**config.mk**
```make
export PLATFORM = sky130hd
export DESIGN_NAME = schedule_trigger_evaluator
export DESIGN_NICKNAME = d
export VERILOG_FILES = /design/src/rtl/ste_pkg.sv /design/src/rtl/ste_cfg_regs.sv /design/src/rtl/ste_cond_match.sv /design/src/rtl/schedule_trigger_evaluator.sv
export SDC_FILE = /design/constraint.sdc
export NUM_CORES = 1
export LEC_CHECK = 0
export BUFFER_PORTS_ARGS = -buffer_cell sky130_fd_sc_hd__buf_2
export CORE_MARGIN = 2
export CORE_UTILIZATION = 59
export DETAILED_ROUTE_END_ITERATION = 10
export GPL_ROUTABILITY_DRIVEN = 0
export PLACE_DENSITY = 0.77
export SYNTH_ARGS = -nofsm -noshare
export SYNTH_HDL_FRONTEND = slang
export SYNTH_SLANG_ARGS = --single-unit
```
**constraint.sdc**
```tcl
create_clock -name clk_i -period 5.35 [get_ports clk_i]
set_clock_uncertainty 0.1 [all_clocks]
set_input_delay 0.2675 -clock clk_i [delete_from_list [all_inputs] [get_ports clk_i]]
set_output_delay 0.2675 -clock clk_i [all_outputs]
set_load 0.005 [all_outputs]
```
**src/rtl/ste_pkg.sv**
```systemverilog
// Shared types, codes and register map of the schedule trigger evaluator.
package ste_pkg;

  localparam int unsigned MinuteW    = 11;
  localparam int unsigned TimeW      = 32;
  localparam int unsigned SensorW    = 32;
  localparam int unsigned RepeatW    = 24;
  localparam int unsigned FlagsW     = 5;
  localparam int unsigned WdayMaskW  = 7;
  localparam int unsigned WdayW      = 3;
  localparam int unsigned PaddrW     = 5;
  localparam int unsigned PdataW     = 32;
  localparam int unsigned RegIdxW    = 3;

  localparam logic [1:0] MODE_CHECK  = 2'd0;
  localparam logic [1:0] MODE_MANUAL = 2'd1;
  localparam logic [1:0] MODE_CLEAR  = 2'd2;

  localparam logic [1:0] CMP_GT = 2'd0;
  localparam logic [1:0] CMP_LT = 2'd1;
  localparam logic [1:0] CMP_EQ = 2'd2;

  localparam int unsigned FLAG_EXACT   = 0;
  localparam int unsigned FLAG_WINDOW  = 1;
  localparam int unsigned FLAG_WEEKDAY = 2;
  localparam int unsigned FLAG_SENSOR  = 3;
  localparam int unsigned FLAG_ACTIVE  = 4;

  localparam logic [RegIdxW-1:0] REG_CONTROL   = 3'd0;
  localparam logic [RegIdxW-1:0] REG_EXACT     = 3'd1;
  localparam logic [RegIdxW-1:0] REG_WIN_START = 3'd2;
  localparam logic [RegIdxW-1:0] REG_WIN_END   = 3'd3;
  localparam logic [RegIdxW-1:0] REG_WDAY_MASK = 3'd4;
  localparam logic [RegIdxW-1:0] REG_COMPARE   = 3'd5;
  localparam logic [RegIdxW-1:0] REG_THRESHOLD = 3'd6;
  localparam logic [RegIdxW-1:0] REG_REPEAT    = 3'd7;

  typedef struct packed {
    logic [FlagsW-1:0]        control_flags;
    logic [MinuteW-1:0]       exact_minute;
    logic [MinuteW-1:0]       window_start;
    logic [MinuteW-1:0]       window_end;
    logic [WdayMaskW-1:0]     weekday_mask;
    logic [1:0]               sensor_compare;
    logic signed [SensorW-1:0] sensor_threshold;
    logic [RepeatW-1:0]       refire_period;
  } ste_cfg_t;

  typedef struct packed {
    logic [1:0]                mode;
    logic [TimeW-1:0]          now_seconds;
    logic [MinuteW-1:0]        minute_of_day;
    logic [WdayW-1:0]          weekday;
    logic signed [SensorW-1:0] sensor_reading;
    logic                      sensor_valid;
  } ste_tick_t;

endpackage

```
**src/rtl/ste_cfg_regs.sv**
```systemverilog
// APB configuration register file of the schedule trigger evaluator.
module ste_cfg_regs import ste_pkg::*; (
  input  logic              clk_i,
  input  logic              rst_ni,
  input  logic              psel,
  input  logic              penable,
  input  logic              pwrite,
  input  logic [PaddrW-1:0] paddr,
  input  logic [PdataW-1:0] pwdata,
  output logic [PdataW-1:0] prdata,
  output logic              pready,
  output ste_cfg_t          cfg_o
);

  ste_cfg_t             cfg_q;
  logic                 wr_en;
  logic [RegIdxW-1:0]   reg_idx;

  assign pready  = 1'b1;
  assign wr_en   = psel & penable & pwrite;
  assign reg_idx = paddr[PaddrW-1:2];
  assign cfg_o   = cfg_q;

  always_ff @(posedge clk_i or negedge rst_ni) begin
    if (!rst_ni) begin
      cfg_q <= '0;
    end else if (wr_en) begin
      case (reg_idx)
        REG_CONTROL:   cfg_q.control_flags    <= pwdata[FlagsW-1:0];
        REG_EXACT:     cfg_q.exact_minute     <= pwdata[MinuteW-1:0];
        REG_WIN_START: cfg_q.window_start     <= pwdata[MinuteW-1:0];
        REG_WIN_END:   cfg_q.window_end       <= pwdata[MinuteW-1:0];
        REG_WDAY_MASK: cfg_q.weekday_mask     <= pwdata[WdayMaskW-1:0];
        REG_COMPARE:   cfg_q.sensor_compare   <= pwdata[1:0];
        REG_THRESHOLD: cfg_q.sensor_threshold <= $signed(pwdata[SensorW-1:0]);
        REG_REPEAT:    cfg_q.refire_period    <= pwdata[RepeatW-1:0];
        default: ;
      endcase
    end
  end

  always_comb begin
    prdata = '0;
    case (reg_idx)
      REG_CONTROL:   prdata[FlagsW-1:0]    = cfg_q.control_flags;
      REG_EXACT:     prdata[MinuteW-1:0]   = cfg_q.exact_minute;
      REG_WIN_START: prdata[MinuteW-1:0]   = cfg_q.window_start;
      REG_WIN_END:   prdata[MinuteW-1:0]   = cfg_q.window_end;
      REG_WDAY_MASK: prdata[WdayMaskW-1:0] = cfg_q.weekday_mask;
      REG_COMPARE:   prdata[1:0]           = cfg_q.sensor_compare;
      REG_THRESHOLD: prdata[SensorW-1:0]   = cfg_q.sensor_threshold;
      REG_REPEAT:    prdata[RepeatW-1:0]   = cfg_q.refire_period;
      default:       prdata = '0;
    endcase
  end

endmodule

```
**src/rtl/ste_cond_match.sv**
```systemverilog
// Condition matcher: ANDs the enabled minute, window, weekday and sensor tests; no match when none is enabled.
module ste_cond_match import ste_pkg::*; (
  input  ste_cfg_t  cfg_i,
  input  ste_tick_t tick_i,
  output logic      match_o
);

  logic [3:0]            enables;
  logic                  exact_ok;
  logic                  window_ok;
  logic                  wday_ok;
  logic                  sensor_ok;
  logic                  cmp_ok;
  logic [WdayMaskW:0]    wday_bits;

  assign enables = cfg_i.control_flags[FLAG_SENSOR:FLAG_EXACT];
  assign exact_ok = tick_i.minute_of_day == cfg_i.exact_minute;

  always_comb begin
    if (cfg_i.window_start < cfg_i.window_end) begin
      window_ok = (tick_i.minute_of_day >= cfg_i.window_start) &&
                  (tick_i.minute_of_day <  cfg_i.window_end);
    end else begin
      window_ok = (tick_i.minute_of_day >= cfg_i.window_start) ||
                  (tick_i.minute_of_day <  cfg_i.window_end);
    end
  end

  assign wday_bits = {1'b0, cfg_i.weekday_mask};
  assign wday_ok   = wday_bits[tick_i.weekday];

  always_comb begin
    case (cfg_i.sensor_compare)
      CMP_GT:  cmp_ok = tick_i.sensor_reading >  cfg_i.sensor_threshold;
      CMP_LT:  cmp_ok = tick_i.sensor_reading <  cfg_i.sensor_threshold;
      CMP_EQ:  cmp_ok = tick_i.sensor_reading == cfg_i.sensor_threshold;
      default: cmp_ok = 1'b0;
    endcase
  end

  assign sensor_ok = tick_i.sensor_valid & cmp_ok;

  assign match_o = (enables != 4'd0)
                 && (!enables[FLAG_EXACT]   || exact_ok)
                 && (!enables[FLAG_WINDOW]  || window_ok)
                 && (!enables[FLAG_WEEKDAY] || wday_ok)
                 && (!enables[FLAG_SENSOR]  || sensor_ok);

endmodule

```
**src/rtl/schedule_trigger_evaluator.sv**
```systemverilog
// Top level of the schedule trigger evaluator: tick register, trigger state, result register.
//
//   channel | direction | handshake               | payload
//   tick    | in        | in_valid_i / in_stall_o  | mode, now_seconds, minute_of_day,
//           |           |                          | weekday, sensor_reading, sensor_valid
//   result  | out       | out_valid_o / out_stall_i| fire, conditions_met, armed
//   config  | in        | APB psel/penable/pwrite  | eight registers at 4*i
//
// One word per cycle sustained while the result side is not stalled; a tick passes
// through the tick register and the single evaluate-and-update path into the result register.
// Reset clears configuration, the fired flag, last fire time and both valid bits.
// A stalled result holds; the tick register keeps filling until both stages are full.
module schedule_trigger_evaluator import ste_pkg::*; (
  input  logic                      clk_i,
  input  logic                      rst_ni,
  input  logic                      in_valid_i,
  output logic                      in_stall_o,
  input  logic [1:0]                mode_i,
  input  logic [TimeW-1:0]          now_seconds_i,
  input  logic [MinuteW-1:0]        minute_of_day_i,
  input  logic [WdayW-1:0]          weekday_i,
  input  logic signed [SensorW-1:0] sensor_reading_i,
  input  logic                      sensor_valid_i,
  output logic                      out_valid_o,
  input  logic                      out_stall_i,
  output logic                      fire_o,
  output logic                      conditions_met_o,
  output logic                      armed_o,
  input  logic                      psel,
  input  logic                      penable,
  input  logic                      pwrite,
  input  logic [PaddrW-1:0]         paddr,
  input  logic [PdataW-1:0]         pwdata,
  output logic [PdataW-1:0]         prdata,
  output logic                      pready
);

  ste_cfg_t          cfg;
  ste_tick_t         tick_q;
  logic              tick_valid_q;
  logic              advance;
  logic              match;
  logic              active;
  logic              due;
  logic [TimeW-1:0]  elapsed;
  logic              fired_q, fired_d;
  logic [TimeW-1:0]  last_q, last_d;
  logic              fire_d, met_d;
  logic              out_valid_q;
  logic              fire_q, met_q, armed_q;

  ste_cfg_regs u_cfg_regs (
    .clk_i   (clk_i),
    .rst_ni  (rst_ni),
    .psel    (psel),
    .penable (penable),
    .pwrite  (pwrite),
    .paddr   (paddr),
    .pwdata  (pwdata),
    .prdata  (prdata),
    .pready  (pready),
    .cfg_o   (cfg)
  );

  ste_cond_match u_cond_match (
    .cfg_i   (cfg),
    .tick_i  (tick_q),
    .match_o (match)
  );

  assign advance    = tick_valid_q && (!out_valid_q || !out_stall_i);
  assign in_stall_o = tick_valid_q && !advance;

  always_ff @(posedge clk_i or negedge rst_ni) begin
    if (!rst_ni) begin
      tick_valid_q <= 1'b0;
    end else if (!in_stall_o) begin
      tick_valid_q <= in_valid_i;
    end
  end

  always_ff @(posedge clk_i) begin
    if (in_valid_i && !in_stall_o) begin
      tick_q.mode           <= mode_i;
      tick_q.now_seconds    <= now_seconds_i;
      tick_q.minute_of_day  <= minute_of_day_i;
      tick_q.weekday        <= weekday_i;
      tick_q.sensor_reading <= sensor_reading_i;
      tick_q.sensor_valid   <= sensor_valid_i;
    end
  end

  assign active  = cfg.control_flags[FLAG_ACTIVE];
  assign elapsed = tick_q.now_seconds - last_q;
  assign due     = (cfg.refire_period != '0) &&
                   (elapsed >= {{(TimeW-RepeatW){1'b0}}, cfg.refire_period});

  always_comb begin
    fired_d = fired_q;
    last_d  = last_q;
    fire_d  = 1'b0;
    met_d   = 1'b0;
    case (tick_q.mode)
      MODE_CHECK: begin
        if (!active) begin
          fired_d = 1'b0;
        end else begin
          met_d = match;
          if (match && (!fired_q || due)) begin
            fire_d  = 1'b1;
            last_d  = tick_q.now_seconds;
            fired_d = 1'b1;
          end else if (!match) begin
            fired_d = 1'b0;
          end
        end
      end
      MODE_MANUAL: begin
        fire_d  = 1'b1;
        last_d  = tick_q.now_seconds;
        fired_d = 1'b1;
      end
      MODE_CLEAR: begin
        fired_d = 1'b0;
        last_d  = '0;
      end
      default: ;
    endcase
  end

  always_ff @(posedge clk_i or negedge rst_ni) begin
    if (!rst_ni) begin
      fired_q     <= 1'b0;
      last_q      <= '0;
      out_valid_q <= 1'b0;
    end else begin
      if (advance) begin
        fired_q <= fired_d;
        last_q  <= last_d;
      end
      if (advance) begin
        out_valid_q <= 1'b1;
      end else if (!out_stall_i) begin
        out_valid_q <= 1'b0;
      end
    end
  end

  always_ff @(posedge clk_i) begin
    if (advance) begin
      fire_q  <= fire_d;
      met_q   <= met_d;
      armed_q <= !fired_d;
    end
  end

  assign out_valid_o      = out_valid_q;
  assign fire_o           = fire_q;
  assign conditions_met_o = met_q;
  assign armed_o          = armed_q;

endmodule

```
==> impl_metrics.json, run 1 <==
{
  "drc_errors": 0,
  "rows": 53,
  "hpwl_um": 22600,
  "clk_path_buf_depth": 3,
  "postSynthRegisterBits": 222,
  "synth_fp_nets": 1449,
  "die_w_um": 150,
  "cts_inserted_buffers": 24,
  "crit-reg2reg-capture": "last_q[9]",
  "seq_area_frac_synth_pct": 47.3,
  "result_of_the_run": "finished clean",
  "hold_violations_final": 0,
  "setup_violating_endpoint_count_in_the_final_report": 0,
  "clock_sinks": 222,
  "synth_area_um2": 12600,
  "clock_tree.root_cell": "clkbuf_16",
  "post-synth-top-area-cell": "dfrtp_1",
  "finalCritPeriodShare_pct": 96.2,
  "ir_drop_uv": 314,
  "leakagePower_nw": 7.09,
  "post-route-worst-setup-slack_ns": 0.204,
  "timing_worst_setup_path_type": "register to register",
  "hold_class": "input port to register",
  "end_kind": "register",
  "postSynthCellCount": 1205,
  "timing_max_transition_violations_final": 0,
  "io_buffer_count": 159,
  "number_of_antenna_violations_at_the_first_check_in_global_routing": 1,
  "yosys.cell_types.count": 76,
  "timing.critical_path.max_delay_family": "compound AO/OA/AOI/OAI gates",
  "grt_start_max_net_pins": 96,
  "number_of_global_route_vias_before_repair": 10400,
  "path_clk_slew_ns": 0.06,
  "vias": 10600,
  "portion_of_synthesized_cell_area_occupied_by_the_leading_cell_type_pct": 27.3,
  "initial_utilization_pct": 60.1,
  "r2r_setup_slack_ns": 0.20,
  "worstSkewPairLatency_ns": 0.53,
  "ys.warnings.count": 0,
  "maxSlewHeadroom_pct": 23.4,
  "worst_path_arrival_time_ns": 5.50,
  "crit_slowest_cell": "fa_1",
  "worst_hold_path.num_cells": 3,
  "syn_area_per_cell_um2": 10.5,
  "detail_route.iter0.violations": 894,
  "fmax_mhz": 194,
  "worstPathBufferInverterCount": 5,
  "timing.final.crit_period_ns": 5.15,
  "power.total_w": 0.00570,
  "timing.critical_path.required_ns": 5.70,
  "ys_top_cells_by_area": "dfrtp_1 (27%), edfxtp_1 (20%), ha_1 (12%)",
  "route.final.wire_length_um": 34400,
  "grt_usage_pct": 30.1,
  "top_ports": 163,
  "timing.hold.ws_ns": 0.0226,
  "ys_dominant_reg_cell": "dfrtp_1",
  "detail_route.first_pass.iterations": 5,
  "crit_chain": "inv_1 > ha_1 > inv_1 > fa_1 > a211o_1 > a2111oi_4 > or3_4 > buf_4 > and2_1 > xnor2_1 > ha_1 > a21o_1 > a31oi_1 > o211a_1 > o211ai_1 > a211oi_2 > o21ai_2 > nor4b_2 > nand3_1 > o2111ai_4 > buf_12 > buf_6 > a22o_1",
  "powerDensity_nw_per_um2": 362,
  "cp-start-kind": "register",
  "tightestPinTransition_ns": 1.15,
  "synth-async-reset-ratio_pct": 62.2,
  "slowest_delay_ns": 0.43,
  "finalNetCount": 1720,
  "global_route_wire_length_before_repair_um": 53200,
  "rr_worst_depth": 23,
  "synth_enable_flop_cells": 84,
  "die_area_um2": 22600,
  "overflow_left_after_global_routing": 0,
  "leading_cell_type_in_the_layout_fill_and_taps_excluded": "buf_2",
  "critPathMaxFanout": 8,
  "critical_path.reg2reg.startpoint": "tick_q[47]",
  "min_delay_worst_endpoint": "u_cfg_regs.cfg_o[28]",
  "cts-htree-levels": 1,
  "core_um2": 21000,
  "post-place-ws_ns": 0.212,
  "hp-start": "pwdata[4]",
  "post_drt_via_cell_ratio": 6.00,
  "wl_per_cell_um": 19.4,
  "drive_gt1_share_pct": 17.9,
  "flow.area_growth_from_synthesis_pct": 24.7,
  "tritoncts": "done",
  "maxCapViolCount": 0,
  "final_core_utilization_pct": 74.9,
  "drtAntennaViolNets": 0,
  "commonest_non_fill_non_tap_cells_in_the_layout": "buf_2 (158), dfrtp_1 (138), inv_1 (127), nand2_1 (127), ha_1 (118)",
  "fp.dieH_um": 150
}
## registers in the layout, summed over array words and instances, names as in the netlist, named ones only
name and count:
u_cfg_regs.cfg_o 103, tick_q 81, last_q 32, armed_o 1, conditions_met_o 1, fire_o 1, out_valid_o 1, tick_valid_q 1
## final cells by class
class	instances	area (um2)
clock buffers	32	672
flip-flops and latches	222	5980
well taps	275	344
diodes	2	5.00
multi-input cells	815	6020
inverters	127	477
repair buffers	286	2120
fillers	1376	5270
clock inverters	12	136
## worst max path at each step
stage | start | end | slack (ns) | cells past startpoint
after floorplan | tick_q[47] | last_q[10] | 0.84 | 22
after global placement | tick_q[47] | last_q[20] | 0.28 | 22
after detailed placement | tick_q[47] | last_q[11] | 0.21 | 22
after CTS | tick_q[47] | last_q[22] | 0.15 | 22
after global routing | tick_q[47] | last_q[9] | -0.04 | 25
final | tick_q[47] | last_q[9] | 0.20 | 23
## synth_stat cells (4+ instances only)
| cell type | instances |
|---|---|
| a211oi_1 | 11 |
| a21o_1 | 19 |
| a21oi_1 | 65 |
| a22o_1 | 36 |
| a31oi_1 | 7 |
| and2_1 | 8 |
| and3_1 | 5 |
| buf_1 | 4 |
| buf_6 | 6 |
| clkbuf_1 | 28 |
| dfrtp_1 | 138 |
| edfxtp_1 | 84 |
| ha_1 | 118 |
| inv_1 | 127 |
| mux2_2 | 31 |
| mux2i_1 | 5 |
| mux4_2 | 11 |
| nand2_1 | 127 |
| nand2b_1 | 9 |
| nand3_1 | 21 |
| nand4_1 | 18 |
| nor2_1 | 47 |
| nor2b_1 | 9 |
| nor3_1 | 9 |
| nor4_1 | 13 |
| o211ai_1 | 5 |
| o21a_1 | 9 |
| o21ai_0 | 109 |
| o21bai_1 | 4 |
| o22ai_1 | 16 |
| o31ai_1 | 5 |
| xnor2_1 | 12 |
| xor2_1 | 26 |
## power by group
group          leakage, nW  switching (W)  internal (W)
clock                0.385       0.000685       0.00103
combinational         4.23       0.000981      0.000786
sequential            2.47       0.000188       0.00204
## logic make-up after synthesis
kind of cell,Yosys count,synth area share (%)
other cells,1,0.0297
compound gates,329,17.3
flops,222,47.3
xor+xnor,38,2.64
buf+inv,168,5.40
fa+ha+maj,119,11.8
simple gates,281,10.4
mux,47,5.12
## repair_timing
action | CTS | global route
setup buffers | 0 | 4
endpoints found under the setup margin | 0 | 33
hold buffers | 115 | 0
endpoints found under the hold margin | 249 | 0
resized for setup | 0 | 7
## tightest hold or removal path: cells and delay by family
family                 cells  cell delay [ns]
buffers and inverters      1             0.18
AND/OR/NAND/NOR            1             0.07
AO/OA/AOI/OAI              1             0.07
## through the flow
stage	instance area (um2)	TNS, ns	instances
4_1_cts	15600	0	1762
6_report	15800	0	1771
2_1_floorplan	12600	0	1205
3_5_place_dp	13600	0	1603
5_1_grt	15800	-0.441	1770
3_3_place_gp	13600	0	1603
## layer usage
metal | wire length, um | global-route usage [%] | share of wire (%)
met5 | 0 | 0 | 0
met1 | 14000 | 39.2 | 41
met2 | 16600 | 51.2 | 48
met3 | 2300 | 4.18 | 6.7
met4 | 1430 | 11.6 | 4.2
No activity file was read; power rests on OpenSTA's default activity.
==> inputs of run 2 (changes only) <==
- SYNTH_HIERARCHICAL: unset -> 1
==> impl_metrics.json, run 2 <==
{
  "drc_errors": 0,
  "timing.hold.ws_ns": 0.0272,
  "ir_drop_uv": 323,
  "seq_power_share_pct": 35.4,
  "result_of_the_run": "finished clean",
  "worstSkewPairLatency_ns": 0.54,
  "vias": 10300,
  "grt_usage_pct": 27.7,
  "post-synth-top-area-cell": "dfrtp_1",
  "powerDensity_nw_per_um2": 387,
  "hold_class": "input port to register",
  "clock_sinks": 222,
  "overflow_left_after_global_routing": 0,
  "setup_violating_endpoint_count_in_the_final_report": 0,
  "postSynthCellCount": 1197,
  "postSynthRegisterBits": 222,
  "num-fill-cells": 1535,
  "hpwl_um": 23200,
  "cts_inserted_buffers": 25,
  "syn_area_per_cell_um2": 11.3,
  "most_instantiated_cells_after_synthesis": "dfrtp_1 (138), inv_1 (123), ha_1 (122), mux2_2 (99), edfxtp_1 (84)",
  "end_kind": "register",
  "fp.dieH_um": 156,
  "clock_tree.root_cell": "clkbuf_16",
  "synth_fp_nets": 1445,
  "fin_tns_setup_ns": 0,
  "cts-htree-levels": 1,
  "maxCapViolCount": 0,
  "initial_utilization_pct": 60.0,
  "die_area_um2": 24200,
  "timing_worst_setup_path_type": "register to register",
  "rr_worst_depth": 23,
  "timing_max_transition_violations_final": 0,
  "tightestPinTransition_ns": 1.16,
  "clk_path_buf_depth": 3,
  "io_buffer_count": 159,
  "drive_gt1_share_pct": 26.5,
  "rows": 55,
  "ys_dominant_reg_cell": "dfrtp_1",
  "die_w_um": 156,
  "portion_of_synthesized_cell_area_occupied_by_the_leading_cell_type_pct": 25.5,
  "synth-async-reset-ratio_pct": 62.2,
  "ys.warnings.count": 6,
  "worst_hold_path.num_cells": 2,
  "flow.area_growth_from_synthesis_pct": 22.5,
  "detail_route.first_pass.iterations": 5,
  "ys_top_cells_by_area": "dfrtp_1 (25%), edfxtp_1 (19%), ha_1 (11%)",
  "power_switching_share_pct": 34.4,
  "path_clk_slew_ns": 0.07,
  "top_ports": 163,
  "tritoncts": "done",
  "yosys.cell_count.top_type": "dfrtp_1",
  "post-place-ws_ns": 0.202,
  "cp-start-kind": "register",
  "worst_path_arrival_time_ns": 5.40,
  "number_of_antenna_violations_at_the_first_check_in_global_routing": 1,
  "comb_power_share_pct": 37.3,
  "finalCritPeriodShare_pct": 94.6,
  "synth_enable_flop_cells": 84,
  "global_route_wire_length_before_repair_um": 53100,
  "seq_area_frac_synth_pct": 44.1,
  "detail_route.iter0.violations": 809,
  "leakagePower_nw": 7.72,
  "leading_cell_type_in_the_layout_fill_and_taps_excluded": "buf_2",
  "post-route-worst-setup-slack_ns": 0.291,
  "timing.final.crit_period_ns": 5.06,
  "route.final.wire_length_um": 33800,
  "timing.critical_path.required_ns": 5.69,
  "critical_path.reg2reg.startpoint": "tick_q[47]",
  "min_delay_worst_endpoint": "u_cfg_regs/cfg_o[56]",
  "r2r_setup_slack_ns": 0.29,
  "internal_power_component_w": 0.00421,
  "hp-start": "pwdata[0]",
  "final_core_utilization_pct": 73.6,
  "number_of_global_route_vias_before_repair": 10400,
  "hold_violations_final": 0,
  "post_drt_via_cell_ratio": 5.79,
  "synth_area_um2": 13600,
  "fmax_mhz": 198,
  "grt_start_max_net_pins": 99,
  "critPathMaxFanout": 17,
  "netsw_w": 0.00221,
  "wl_per_cell_um": 18.9,
  "yosys.cell_types.count": 93,
  "clock_power_share_pct": 27.3,
  "maxSlewHeadroom_pct": 22.6,
  "finalNetCount": 1726,
  "crit-reg2reg-capture": "last_q[7]",
  "largest_register_ffs": 103,
  "core_um2": 22600,
  "drtAntennaViolNets": 0,
  "commonest_non_fill_non_tap_cells_in_the_layout": "buf_2 (158), dfrtp_1 (138), inv_1 (123), ha_1 (122), dlygate4sd3_1 (114)"
}
[run 2: changes by cell type after synthesis, moves of 19 or more]
cell and change:
clkbuf_1 -19, mux2_2 +68, a22o_1 -35, nand2_1 -69, mux2i_1 +51, xor2_1 -19
or2b_2 +25, o21ai_0 -72
[run 2: through the flow]
stage | cells | instance area, um2 | power, W
6_report | 1783 | 16600 | 0.00643
5_1_grt | 1783 | 16600 | 0.00681
4_1_cts | 1771 | 16500 | 0.00637
3_5_place_dp | 1611 | 14500 | 0.00455
3_3_place_gp | 1611 | 14500 | 0.00447
2_1_floorplan | 1197 | 13600 | 0.00396
[run 2: layout make-up]
class,count,area (um2),share of cell area (%)
Inverter,123,462,2.78
Antenna cell,1,2.50,0.0151
Sequential cell,222,5980,36.0
Clock buffer,33,686,4.13
Clock inverter,13,149,0.897
Multi-Input combinational cell,815,6870,41.4
Timing Repair Buffer,291,2100,12.7
Tap cell,285,357,2.15
[run 2: repair_timing]
item / 4_1_cts / 5_1_grt
hold buffers: 114 / 0
setup buffers: 0 / 11
setup endpoints to repair: 0 / 20
gates resized for setup: 0 / 3
hold endpoints to repair: 243 / 0
[run 2: worst max-delay path by stage]
stage | slack (ns) | start | cells past startpoint | endpoint
3_5_place_dp | 0.20 | tick_q[47] | 23 | last_q[7]
3_3_place_gp | 0.26 | tick_q[47] | 22 | last_q[0]
5_1_grt | -0.01 | tick_q[51] | 21 | last_q[7]
4_1_cts | 0.15 | tick_q[47] | 23 | last_q[7]
6_report | 0.29 | tick_q[47] | 23 | last_q[7]
2_1_floorplan | 0.67 | tick_q[51] | 19 | last_q[0]
[run 2: logic make-up after synthesis]
logic type | after synthesis | share of synthesized area (%)
adders and majority gates | 123 | 11.4
xor gates and xnor gates | 37 | 2.39
and+or+nand+nor | 265 | 11.0
muxes | 174 | 14.8
other | 1 | 0.0277
buffers and inverters | 160 | 5.43
AOI/OAI and AO/OA | 215 | 10.8
DFF | 222 | 44.1
[run 2: worst max-delay path: stages (launching register included)]
cell,delay [ns]
edfxtp_1,0.36
inv_1,0.08
ha_1,0.18
inv_1,0.06
fa_1,0.40
a21o_2,0.24
a221oi_4,0.32
nor3_2,0.12
o21a_1,0.21
or2_2,0.30
xor2_1,0.16
ha_1,0.19
a21o_1,0.15
a21o_1,0.17
a211oi_1,0.24
o21ai_0,0.13
a211oi_1,0.20
o21ai_1,0.11
nor4_2,0.29
a41oi_2,0.20
a22oi_4,0.22
buf_12,0.18
buf_12,0.15
mux2i_1,0.20
[run 2: routing by layer]
metal / routed length [um] / global-route usage [%]
met4: 1270 / 10.1
met3: 1940 / 4.83
met5: 0 / 0
met1: 14000 / 35.1
met2: 16600 / 47.7
[run 2: power groups by stage]
stage	logic (W)	clock network [W]	registers, W
2_1_floorplan	0.00174	0	0.00222
3_3_place_gp	0.00218	0	0.00229
3_5_place_dp	0.00225	0	0.00230
4_1_cts	0.00233	0.00177	0.00227
5_1_grt	0.00266	0.00184	0.00231
6_report	0.00240	0.00175	0.00228
